### config.mk
export PLATFORM = sky130hd
export DESIGN_NAME = heap_sort_engine_core_flat
export DESIGN_NICKNAME = d
export VERILOG_FILES = /design/src/hse_pkg.sv /design/src/hse_in_if.sv /design/src/hse_out_if.sv /design/src/hse_mem.sv /design/src/hse_cmp.sv /design/src/heap_sort_engine_core.sv /design/src/flat_wrapper.sv
export SDC_FILE = /design/constraint.sdc
export NUM_CORES = 2
export LEC_CHECK = 0
export BUFFER_PORTS_ARGS = -buffer_cell sky130_fd_sc_hd__buf_2
export CAP_MARGIN = 20
export CORE_ASPECT_RATIO = 2
export CORE_UTILIZATION = 45
export CTS_CLUSTER_SIZE = 8
export DETAILED_ROUTE_END_ITERATION = 10
export HOLD_SLACK_MARGIN = 0.02
export PLACE_DENSITY = 0.71
export SKIP_LAST_GASP = 1
export SLEW_MARGIN = 10
export SYNTH_ARGS = -nofsm -noshare
export SYNTH_HDL_FRONTEND = slang
export SYNTH_HIERARCHICAL = 1
export SYNTH_SLANG_ARGS = --single-unit
### constraint.sdc
create_clock -name i_clk -period 18.4 [get_ports i_clk]
set_input_delay 3.68 -clock i_clk [delete_from_list [all_inputs] [get_ports i_clk]]
set_output_delay 3.68 -clock i_clk [all_outputs]
set_load 0.01 [all_outputs]
### src/hse_pkg.sv
package hse_pkg;

    localparam int KEY_PORT_W = 32;

    typedef enum logic [3:0] {
        S_LOAD,
        S_BLD_RD,
        S_BLD_VAL,
        S_SIFT_RD,
        S_SIFT_CMP,
        S_EXT_RD,
        S_EXT_WR,
        S_EMIT_RD,
        S_EMIT_WR
    } t_state;

    typedef struct packed {
        logic take_right;
        logic swap;
    } t_cmp_res;

endpackage

### src/hse_in_if.sv
interface hse_in_if;
    logic                            valid;
    logic                            ready;
    logic [hse_pkg::KEY_PORT_W-1:0]  key;
    logic                            last_in;

    modport source (output valid, output key, output last_in, input ready);
    modport sink   (input valid, input key, input last_in, output ready);
endinterface

### src/hse_out_if.sv
interface hse_out_if;
    logic                            valid;
    logic                            ready;
    logic [hse_pkg::KEY_PORT_W-1:0]  sorted_key;
    logic                            last_out;
    logic                            overflow;

    modport source (output valid, output sorted_key, output last_out, output overflow,
                    input ready);
    modport sink   (input valid, input sorted_key, input last_out, input overflow,
                    output ready);
endinterface

### src/hse_mem.sv
module hse_mem #(
    parameter int DEPTH = 64,
    parameter int AW    = 6,
    parameter int DW    = 32
) (
    input  logic          i_clk,
    input  logic          i_we,
    input  logic [AW-1:0] i_waddr,
    input  logic [DW-1:0] i_wdata,
    input  logic          i_re,
    input  logic [AW-1:0] i_raddr_a,
    input  logic [AW-1:0] i_raddr_b,
    output logic [DW-1:0] o_rdata_a,
    output logic [DW-1:0] o_rdata_b
);

    logic [DW-1:0] r_mem [DEPTH];
    logic [DW-1:0] r_rdata_a;
    logic [DW-1:0] r_rdata_b;

    always_ff @(posedge i_clk) begin
        if (i_we) begin
            r_mem[i_waddr] <= i_wdata;
        end
    end

    always_ff @(posedge i_clk) begin
        if (i_re) begin
            r_rdata_a <= r_mem[i_raddr_a];
            r_rdata_b <= r_mem[i_raddr_b];
        end
    end

    assign o_rdata_a = r_rdata_a;
    assign o_rdata_b = r_rdata_b;

endmodule

### src/hse_cmp.sv
module hse_cmp #(
    parameter int KW = 32
) (
    input  logic              i_desc,
    input  logic [KW-1:0]     i_left,
    input  logic [KW-1:0]     i_right,
    input  logic              i_right_ok,
    input  logic [KW-1:0]     i_val,
    output hse_pkg::t_cmp_res o_res,
    output logic [KW-1:0]     o_child
);

    logic w_left_above;
    logic w_child_above;

    // strict "sits higher in the heap" test
    assign w_left_above  = i_desc ? (i_left < i_right) : (i_left > i_right);
    assign o_res.take_right = i_right_ok && !w_left_above;
    assign o_child       = o_res.take_right ? i_right : i_left;
    assign w_child_above = i_desc ? (o_child < i_val) : (o_child > i_val);
    assign o_res.swap    = w_child_above;

endmodule

### src/heap_sort_engine_core.sv
// Load: one key per cycle, ready high only while loading.
// Sort of N keys: each sift reads its key, then walks the heap level by level
// (memory read, then compare and write back); a sift ending at a leaf parks its
// key in the read state that finds no child. Emit: keys pass through the output
// register; the next set loads as soon as the final key is registered. Synchronous
// active-low reset clears the sequencer, count, overflow flag and sort order.
module heap_sort_engine_core #(
    parameter int MAX_ITEMS = 64,
    parameter int KEY_WIDTH = 32
) (
    input  logic       i_clk,
    input  logic       i_rst_n,
    input  logic       i_sort_order_we,
    input  logic       i_sort_order,
    hse_in_if.sink     i_in_ch,
    hse_out_if.source  o_out_ch
);

    localparam int AW    = (MAX_ITEMS > 1) ? $clog2(MAX_ITEMS) : 1;
    localparam int CNT_W = $clog2(MAX_ITEMS + 1);
    localparam int IDX_W = CNT_W + 1;
    localparam int KP    = hse_pkg::KEY_PORT_W;

    hse_pkg::t_state r_state, n_state;

    logic [CNT_W-1:0]     r_cnt, n_cnt;
    logic                 r_ovf, n_ovf;
    logic                 r_sort_order;
    logic                 r_desc, n_desc;
    logic                 r_build, n_build;
    logic [AW-1:0]        r_idx, n_idx;
    logic [AW-1:0]        r_end, n_end;
    logic [AW-1:0]        r_p, n_p;
    logic [CNT_W-1:0]     r_hn, n_hn;
    logic [KEY_WIDTH-1:0] r_val, n_val;
    logic [CNT_W-1:0]     r_k, n_k;
    logic                 r_out_valid, n_out_valid;
    logic [KP-1:0]        r_out_key, n_out_key;
    logic                 r_out_last, n_out_last;
    logic                 r_out_ovf, n_out_ovf;

    logic                 w_in_acc;
    logic                 w_out_free;
    logic [CNT_W-1:0]     w_cnt_new;
    logic [CNT_W-1:0]     w_bld_tmp;
    logic [IDX_W-1:0]     w_c;
    logic [IDX_W-1:0]     w_c1;
    logic                 w_has_child;
    logic                 w_right_ok;
    logic                 w_emit_last;
    logic [KEY_WIDTH+KP-1:0] w_key_ext;
    logic [KEY_WIDTH+KP-1:0] w_out_ext;
    logic [KEY_WIDTH-1:0] w_key_in;

    logic                 w_we;
    logic [AW-1:0]        w_waddr;
    logic [KEY_WIDTH-1:0] w_wdata;
    logic                 w_re;
    logic [AW-1:0]        w_raddr_a;
    logic [AW-1:0]        w_raddr_b;
    logic [KEY_WIDTH-1:0] w_rdata_a;
    logic [KEY_WIDTH-1:0] w_rdata_b;

    hse_pkg::t_cmp_res    w_cmp;
    logic [KEY_WIDTH-1:0] w_child;

    hse_mem #(
        .DEPTH (MAX_ITEMS),
        .AW    (AW),
        .DW    (KEY_WIDTH)
    ) u_mem (
        .i_clk     (i_clk),
        .i_we      (w_we),
        .i_waddr   (w_waddr),
        .i_wdata   (w_wdata),
        .i_re      (w_re),
        .i_raddr_a (w_raddr_a),
        .i_raddr_b (w_raddr_b),
        .o_rdata_a (w_rdata_a),
        .o_rdata_b (w_rdata_b)
    );

    hse_cmp #(
        .KW (KEY_WIDTH)
    ) u_cmp (
        .i_desc     (r_desc),
        .i_left     (w_rdata_a),
        .i_right    (w_rdata_b),
        .i_right_ok (w_right_ok),
        .i_val      (r_val),
        .o_res      (w_cmp),
        .o_child    (w_child)
    );

    assign i_in_ch.ready       = (r_state == hse_pkg::S_LOAD);
    assign w_in_acc            = i_in_ch.valid && (r_state == hse_pkg::S_LOAD);
    assign w_out_free          = !r_out_valid || o_out_ch.ready;

    assign o_out_ch.valid      = r_out_valid;
    assign o_out_ch.sorted_key = r_out_key;
    assign o_out_ch.last_out   = r_out_last;
    assign o_out_ch.overflow   = r_out_ovf;

    assign w_key_ext  = {{KEY_WIDTH{1'b0}}, i_in_ch.key};
    assign w_key_in   = w_key_ext[KEY_WIDTH-1:0];
    assign w_out_ext  = {{KP{1'b0}}, w_rdata_a};

    assign w_cnt_new  = (r_cnt < CNT_W'(MAX_ITEMS)) ? r_cnt + CNT_W'(1) : r_cnt;
    assign w_bld_tmp  = w_cnt_new - CNT_W'(2);
    assign w_c        = IDX_W'({r_p, 1'b1});
    assign w_c1       = w_c + IDX_W'(1);
    assign w_has_child = w_c < IDX_W'(r_hn);
    assign w_right_ok = w_c1 < IDX_W'(r_hn);
    assign w_emit_last = (r_k + CNT_W'(1)) == r_cnt;

    // next state
    always_comb begin
        n_state = r_state;
        case (r_state)
            hse_pkg::S_LOAD: begin
                if (w_in_acc && i_in_ch.last_in) begin
                    n_state = (w_cnt_new < CNT_W'(2)) ? hse_pkg::S_EMIT_RD
                                                      : hse_pkg::S_BLD_RD;
                end
            end
            hse_pkg::S_BLD_RD:  n_state = hse_pkg::S_BLD_VAL;
            hse_pkg::S_BLD_VAL: n_state = hse_pkg::S_SIFT_RD;
            hse_pkg::S_SIFT_RD, hse_pkg::S_SIFT_CMP: begin
                if (r_state == hse_pkg::S_SIFT_RD && w_has_child) begin
                    n_state = hse_pkg::S_SIFT_CMP;
                end else if (r_state == hse_pkg::S_SIFT_CMP && w_cmp.swap) begin
                    n_state = hse_pkg::S_SIFT_RD;
                end else if (r_build) begin
                    n_state = (r_idx == '0) ? hse_pkg::S_EXT_RD : hse_pkg::S_BLD_RD;
                end else begin
                    n_state = (r_end == AW'(1)) ? hse_pkg::S_EMIT_RD : hse_pkg::S_EXT_RD;
                end
            end
            hse_pkg::S_EXT_RD:  n_state = hse_pkg::S_EXT_WR;
            hse_pkg::S_EXT_WR:  n_state = hse_pkg::S_SIFT_RD;
            hse_pkg::S_EMIT_RD: n_state = hse_pkg::S_EMIT_WR;
            hse_pkg::S_EMIT_WR: begin
                if (w_out_free) begin
                    n_state = w_emit_last ? hse_pkg::S_LOAD : hse_pkg::S_EMIT_RD;
                end
            end
            default: n_state = hse_pkg::S_LOAD;
        endcase
    end

    // datapath and memory control
    always_comb begin
        n_cnt       = r_cnt;
        n_ovf       = r_ovf;
        n_desc      = r_desc;
        n_build     = r_build;
        n_idx       = r_idx;
        n_end       = r_end;
        n_p         = r_p;
        n_hn        = r_hn;
        n_val       = r_val;
        n_k         = r_k;
        n_out_valid = r_out_valid && !o_out_ch.ready;
        n_out_key   = r_out_key;
        n_out_last  = r_out_last;
        n_out_ovf   = r_out_ovf;
        w_we        = 1'b0;
        w_waddr     = r_p;
        w_wdata     = r_val;
        w_re        = 1'b0;
        w_raddr_a   = w_c[AW-1:0];
        w_raddr_b   = w_right_ok ? w_c1[AW-1:0] : w_c[AW-1:0];
        case (r_state)
            hse_pkg::S_LOAD: begin
                if (w_in_acc) begin
                    if (r_cnt < CNT_W'(MAX_ITEMS)) begin
                        w_we    = 1'b1;
                        w_waddr = r_cnt[AW-1:0];
                        w_wdata = w_key_in;
                    end else begin
                        n_ovf = 1'b1;
                    end
                    n_cnt = w_cnt_new;
                    if (i_in_ch.last_in) begin
                        n_desc  = r_sort_order;
                        n_build = 1'b1;
                        n_idx   = AW'(w_bld_tmp >> 1);
                        n_k     = '0;
                    end
                end
            end
            hse_pkg::S_BLD_RD: begin
                w_re      = 1'b1;
                w_raddr_a = r_idx;
            end
            hse_pkg::S_BLD_VAL: begin
                n_val = w_rdata_a;
                n_p   = r_idx;
                n_hn  = r_cnt;
            end
            hse_pkg::S_SIFT_RD, hse_pkg::S_SIFT_CMP: begin
                if (r_state == hse_pkg::S_SIFT_RD && w_has_child) begin
                    w_re = 1'b1;
                end else if (r_state == hse_pkg::S_SIFT_CMP && w_cmp.swap) begin
                    w_we    = 1'b1;
                    w_wdata = w_child;
                    n_p     = w_cmp.take_right ? w_c1[AW-1:0] : w_c[AW-1:0];
                end else begin
                    // sift finished: park the carried key
                    w_we = 1'b1;
                    if (r_build) begin
                        if (r_idx == '0) begin
                            n_build = 1'b0;
                            n_end   = AW'(r_cnt - CNT_W'(1));
                        end else begin
                            n_idx = r_idx - AW'(1);
                        end
                    end else if (r_end == AW'(1)) begin
                        n_k = '0;
                    end else begin
                        n_end = r_end - AW'(1);
                    end
                end
            end
            hse_pkg::S_EXT_RD: begin
                w_re      = 1'b1;
                w_raddr_a = '0;
                w_raddr_b = r_end;
            end
            hse_pkg::S_EXT_WR: begin
                w_we    = 1'b1;
                w_waddr = r_end;
                w_wdata = w_rdata_a;
                n_val   = w_rdata_b;
                n_p     = '0;
                n_hn    = CNT_W'(r_end);
            end
            hse_pkg::S_EMIT_RD: begin
                w_re      = 1'b1;
                w_raddr_a = r_k[AW-1:0];
            end
            hse_pkg::S_EMIT_WR: begin
                if (w_out_free) begin
                    n_out_valid = 1'b1;
                    n_out_key   = w_out_ext[KP-1:0];
                    n_out_last  = w_emit_last;
                    n_out_ovf   = r_ovf;
                    n_k         = r_k + CNT_W'(1);
                    if (w_emit_last) begin
                        n_cnt = '0;
                        n_ovf = 1'b0;
                    end
                end
            end
            default: begin
                n_cnt = '0;
            end
        endcase
    end

    always_ff @(posedge i_clk) begin
        if (!i_rst_n) begin
            r_state      <= hse_pkg::S_LOAD;
            r_cnt        <= '0;
            r_ovf        <= 1'b0;
            r_sort_order <= 1'b0;
            r_desc       <= 1'b0;
            r_build      <= 1'b0;
            r_idx        <= '0;
            r_end        <= '0;
            r_p          <= '0;
            r_hn         <= '0;
            r_k          <= '0;
            r_out_valid  <= 1'b0;
        end else begin
            r_state     <= n_state;
            r_cnt       <= n_cnt;
            r_ovf       <= n_ovf;
            r_desc      <= n_desc;
            r_build     <= n_build;
            r_idx       <= n_idx;
            r_end       <= n_end;
            r_p         <= n_p;
            r_hn        <= n_hn;
            r_k         <= n_k;
            r_out_valid <= n_out_valid;
            if (i_sort_order_we) begin
                r_sort_order <= i_sort_order;
            end
        end
    end

    always_ff @(posedge i_clk) begin
        r_val      <= n_val;
        r_out_key  <= n_out_key;
        r_out_last <= n_out_last;
        r_out_ovf  <= n_out_ovf;
    end

endmodule
### src/flat_wrapper.sv
// flat-port wrapper written by rule: the top's interface ports become plain ports
module heap_sort_engine_core_flat 
#(
    parameter int MAX_ITEMS = 64,
    parameter int KEY_WIDTH = 32
)
  (i_clk, i_rst_n, i_sort_order_we, i_sort_order, i_in_ch_valid, i_in_ch_key, i_in_ch_last_in, i_in_ch_ready, o_out_ch_valid, o_out_ch_sorted_key, o_out_ch_last_out, o_out_ch_overflow, o_out_ch_ready);
  hse_in_if i_in_ch_i ();
  hse_out_if o_out_ch_i ();
  input  logic i_clk;
  input  logic i_rst_n;
  input  logic i_sort_order_we;
  input  logic i_sort_order;
  input wire logic [$bits(i_in_ch_i.valid)-1:0] i_in_ch_valid;
  input wire logic [$bits(i_in_ch_i.key)-1:0] i_in_ch_key;
  input wire logic [$bits(i_in_ch_i.last_in)-1:0] i_in_ch_last_in;
  output wire logic [$bits(i_in_ch_i.ready)-1:0] i_in_ch_ready;
  output wire logic [$bits(o_out_ch_i.valid)-1:0] o_out_ch_valid;
  output wire logic [$bits(o_out_ch_i.sorted_key)-1:0] o_out_ch_sorted_key;
  output wire logic [$bits(o_out_ch_i.last_out)-1:0] o_out_ch_last_out;
  output wire logic [$bits(o_out_ch_i.overflow)-1:0] o_out_ch_overflow;
  input wire logic [$bits(o_out_ch_i.ready)-1:0] o_out_ch_ready;
  assign i_in_ch_i.valid = i_in_ch_valid;
  assign i_in_ch_i.key = i_in_ch_key;
  assign i_in_ch_i.last_in = i_in_ch_last_in;
  assign i_in_ch_ready = i_in_ch_i.ready;
  assign o_out_ch_valid = o_out_ch_i.valid;
  assign o_out_ch_sorted_key = o_out_ch_i.sorted_key;
  assign o_out_ch_last_out = o_out_ch_i.last_out;
  assign o_out_ch_overflow = o_out_ch_i.overflow;
  assign o_out_ch_i.ready = o_out_ch_ready;
  heap_sort_engine_core #(.MAX_ITEMS(MAX_ITEMS), .KEY_WIDTH(KEY_WIDTH)) u_core (.i_clk(i_clk), .i_rst_n(i_rst_n), .i_sort_order_we(i_sort_order_we), .i_sort_order(i_sort_order), .i_in_ch(i_in_ch_i), .o_out_ch(o_out_ch_i));
endmodule
==> flow_metrics.env <==
export IMPL_path_class="reg -> reg"
export IMPL_path_delay_family="simple AND/OR/NAND/NOR gates"
export IMPL_synth_top_area_share_pct=62.1
export IMPL_cp_cell_sequence="ha_1, and3_1, xor2_1, ha_1, nor4_1, a2bb2oi_1, nor2_1, o311a_2, buf_4, mux2_4, ha_1, a21oi_1, o21ai_0, o21a_1, o21ai_0, nand4_1, a221oi_1, mux2_2, and3_1, buf_4, a222oi_1, nand2_2"
export IMPL_root_buffer="clkbuf_16"
export IMPL_yosysTopAreaCell="edfxtp_1"
export IMPL_drtIter0Drc=9788
export IMPL_fillCellCount=18072
export IMPL_setup_viol=0
export IMPL_vias=62854
export IMPL_ys_ff_latch=2226
export IMPL_syn_cell_area_um2=105000
export IMPL_nets=5701
export IMPL_cpMostUsedCell="ha_1"
export IMPL_htreeDepth=5
export IMPL_r2r_end="u_core/u_mem/r_mem[28][30]$_DFFE_PP_"
export IMPL_yosys_warnings=6
export IMPL_relSlewSlack_pct=15.8
export IMPL_worstPathMaxFanout=64
export IMPL_rsz0062_at_grt="false"
export IMPL_status="finished, final reports clean"
export IMPL_rr_worst_depth=22
export IMPL_initial_core_util_pct=45.4
export IMPL_drv_slew=0
export IMPL_fp_dieW_um=344
export IMPL_tightest_slew_ns=1.25
export IMPL_clock_sinks=2226
export IMPL_cts_hold_buf=0
export IMPL_synth_flop_cell="edfxtp_1"
export IMPL_cp_start_kind="flop"
export IMPL_finalCritPeriodShare_pct=43.5
export IMPL_max_stage_delay_ns=0.73
export IMPL_crit_cells=22
export IMPL_gp_congestion=0.947
export IMPL_core_area_um2=232000
export IMPL_cp_end_kind="flop"
export IMPL_io_buffer_count=74
export IMPL_chipHeight_um=686
export IMPL_arrival_ns=8.31
export IMPL_synth_edff_count=2178
export IMPL_area_growth_pct=12.5
export IMPL_viasPerCell=7.27
export IMPL_hpwl_um=208000
export IMPL_hold_viol=0
export IMPL_num_rows=250
export IMPL_grt_pass1_wl_um=490000
export IMPL_clk_latency_ns=0.90
export IMPL_netlist_instances=5394
export IMPL_gr_usage_all_layers_pct=30.0
export IMPL_maxCapViolations=0
export IMPL_drtPass1Iterations=9
export IMPL_r2r_slack_ns=10.39
export IMPL_critPathBufInv=2
export IMPL_drcViolationCount=0
export IMPL_antenna_found_initial=14
export IMPL_layout_drive_gt1_share_pct=35.0
export IMPL_post_cts_buffers=0
export IMPL_clock_skew_ns=0.0875
export IMPL_die_area_um2=236000
export IMPL_synth_most_common_cell="edfxtp_1"
export IMPL_clk_path_buf_depth=4
export IMPL_cts_made_buffers=320
export IMPL_startpoint="u_core/r_p[0]$_SDFFE_PN0P_"
export IMPL_pre_cts_ws_ns=10.21
export IMPL_reg2reg_from="u_core/r_p[0]$_SDFFE_PN0P_"
export IMPL_required_ns=18.70
export IMPL_grt_pass1_vias=64204
export IMPL_synth_seq_area_share_pct=63.0
export IMPL_hold_path_class="reg -> reg"
export IMPL_io_pins=75
export IMPL_tritoncts="done"
export IMPL_setup_tns_ns=0
export IMPL_synth_area_leaders="edfxtp_1 62%, mux4_2 24%, mux2i_1 2.1%, ha_1 1.0%, dfxtp_1 0.91%"
export IMPL_grt_overflow_total=0
export IMPL_wl_per_cell_um=41.2
export IMPL_wl_um=356000
export IMPL_syn_avg_cell_area_um2=19.5
export IMPL_final_antenna_net_count=0
export IMPL_async_reset_ff_share_pct=0
export IMPL_yosys_top_cells_count="2,178 x edfxtp_1, 1,124 x mux4_2, 226 x mux2i_1, 219 x nand2_1, 155 x nor2_1"
export IMPL_grt_max_degree=119
export IMPL_syn_nets=5517
export IMPL_clk_pin_slew_worst_paths_ns=0.05
export IMPL_crit_end="u_core/u_mem/r_mem[28][30]$_DFFE_PP_"
export IMPL_synth_distinct_cells=82
export IMPL_fmax_mhz=125
export IMPL_timing_final_ws_setup_ns=10.39
export IMPL_period_needed_ns=8.01
export IMPL_cts_resized_gates=0
export IMPL_crit_slowest_cell="nand2_2"
-- per-stage QoR --
stage / utilization (%) / hold slack (ns) / cells / cell area (µm²)
detailed placement: 47.2 / 0.439 / 8257 / 110000
CTS: 50.8 / 0.469 / 8616 / 118000
floorplan: - / 0.409 / 5394 / 105000
finish: 51.1 / 0.470 / 8651 / 119000
global placement: 47.1 / 0.418 / 8253 / 109000
global route: 51.0 / 0.474 / 8640 / 118000
-- routing by layer --
metal / share of wire, % / wire, µm / global-route usage (%)
met3: 11 / 38800 / 5.81
met4: 9.6 / 34000 / 23.8
met2: 49 / 175000 / 49.3
met5: 0.019 / 67 / 0
met1: 30 / 108000 / 34.0
-- registers in the layout, summed over array words and instances, names as in the netlist, 7 cells and up --
signal,cells
u_core/u_mem/r_mem,2048
u_core/o_out_ch.sorted_key,32
u_core/r_val,32
u_core/u_mem/o_rdata_b,32
u_core/r_hn,7
u_core/r_cnt,7
u_core/r_k,7
u_core/u_mem/o_rdata_a,32
-- layout by cell type, fill, tap and decap left out, types with 32 or more instances in the layout --
master,n
a211oi_1,36
a21oi_1,99
a222oi_1,32
a22oi_1,105
buf_2,74
buf_4,160
clkbuf_16,327
dfxtp_1,48
edfxtp_1,2178
ha_1,84
inv_1,83
mux2_2,68
mux2i_1,226
mux4_2,1124
nand2_1,187
nor2_1,90
nor2_4,64
o211ai_1,35
o21ai_0,59
o22ai_1,56
-- worst min path at each step --
stage                                         start                                  to  slack [ns]  cells after the start
final                     u_core/r_ovf$_SDFFE_PN0P_  u_core/o_out_ch.overflow$_DFFE_PP_        0.47                      0
after CTS                 u_core/r_ovf$_SDFFE_PN0P_  u_core/o_out_ch.overflow$_DFFE_PP_        0.47                      0
after floorplan           u_core/r_ovf$_SDFFE_PN0P_  u_core/o_out_ch.overflow$_DFFE_PP_        0.41                      0
after detailed placement  u_core/r_ovf$_SDFFE_PN0P_  u_core/o_out_ch.overflow$_DFFE_PP_        0.44                      0
after global routing      u_core/r_ovf$_SDFFE_PN0P_  u_core/o_out_ch.overflow$_DFFE_PP_        0.47                      0
after global placement    u_core/r_ovf$_SDFFE_PN0P_  u_core/o_out_ch.overflow$_DFFE_PP_        0.42                      0
-- cell families after synthesis --
group,after synthesis,share of synthesized area (%)
mux,1446,27.3
buf+inv,494,2.35
fa+ha+maj,84,0.998
simple gates,551,2.38
xor+xnor,30,0.250
compound gates,563,3.70
flops,2226,63.0
-- cell type report --
class	instances	area (µm²)	share of cell area, %
inverter	86	323	0.272
antenna	12	30.0	0.0253
clock buffer	345	8250	6.96
multi-input combinational	2674	37200	31.4
sequential	2226	66400	56.0
tap	3024	3780	3.19
timing repair buffer	270	2330	1.97
clock inverter	14	201	0.170
Power is not shown: default switching activity piles up to over one toggle a cycle in this logic, so the estimate is an artifact.
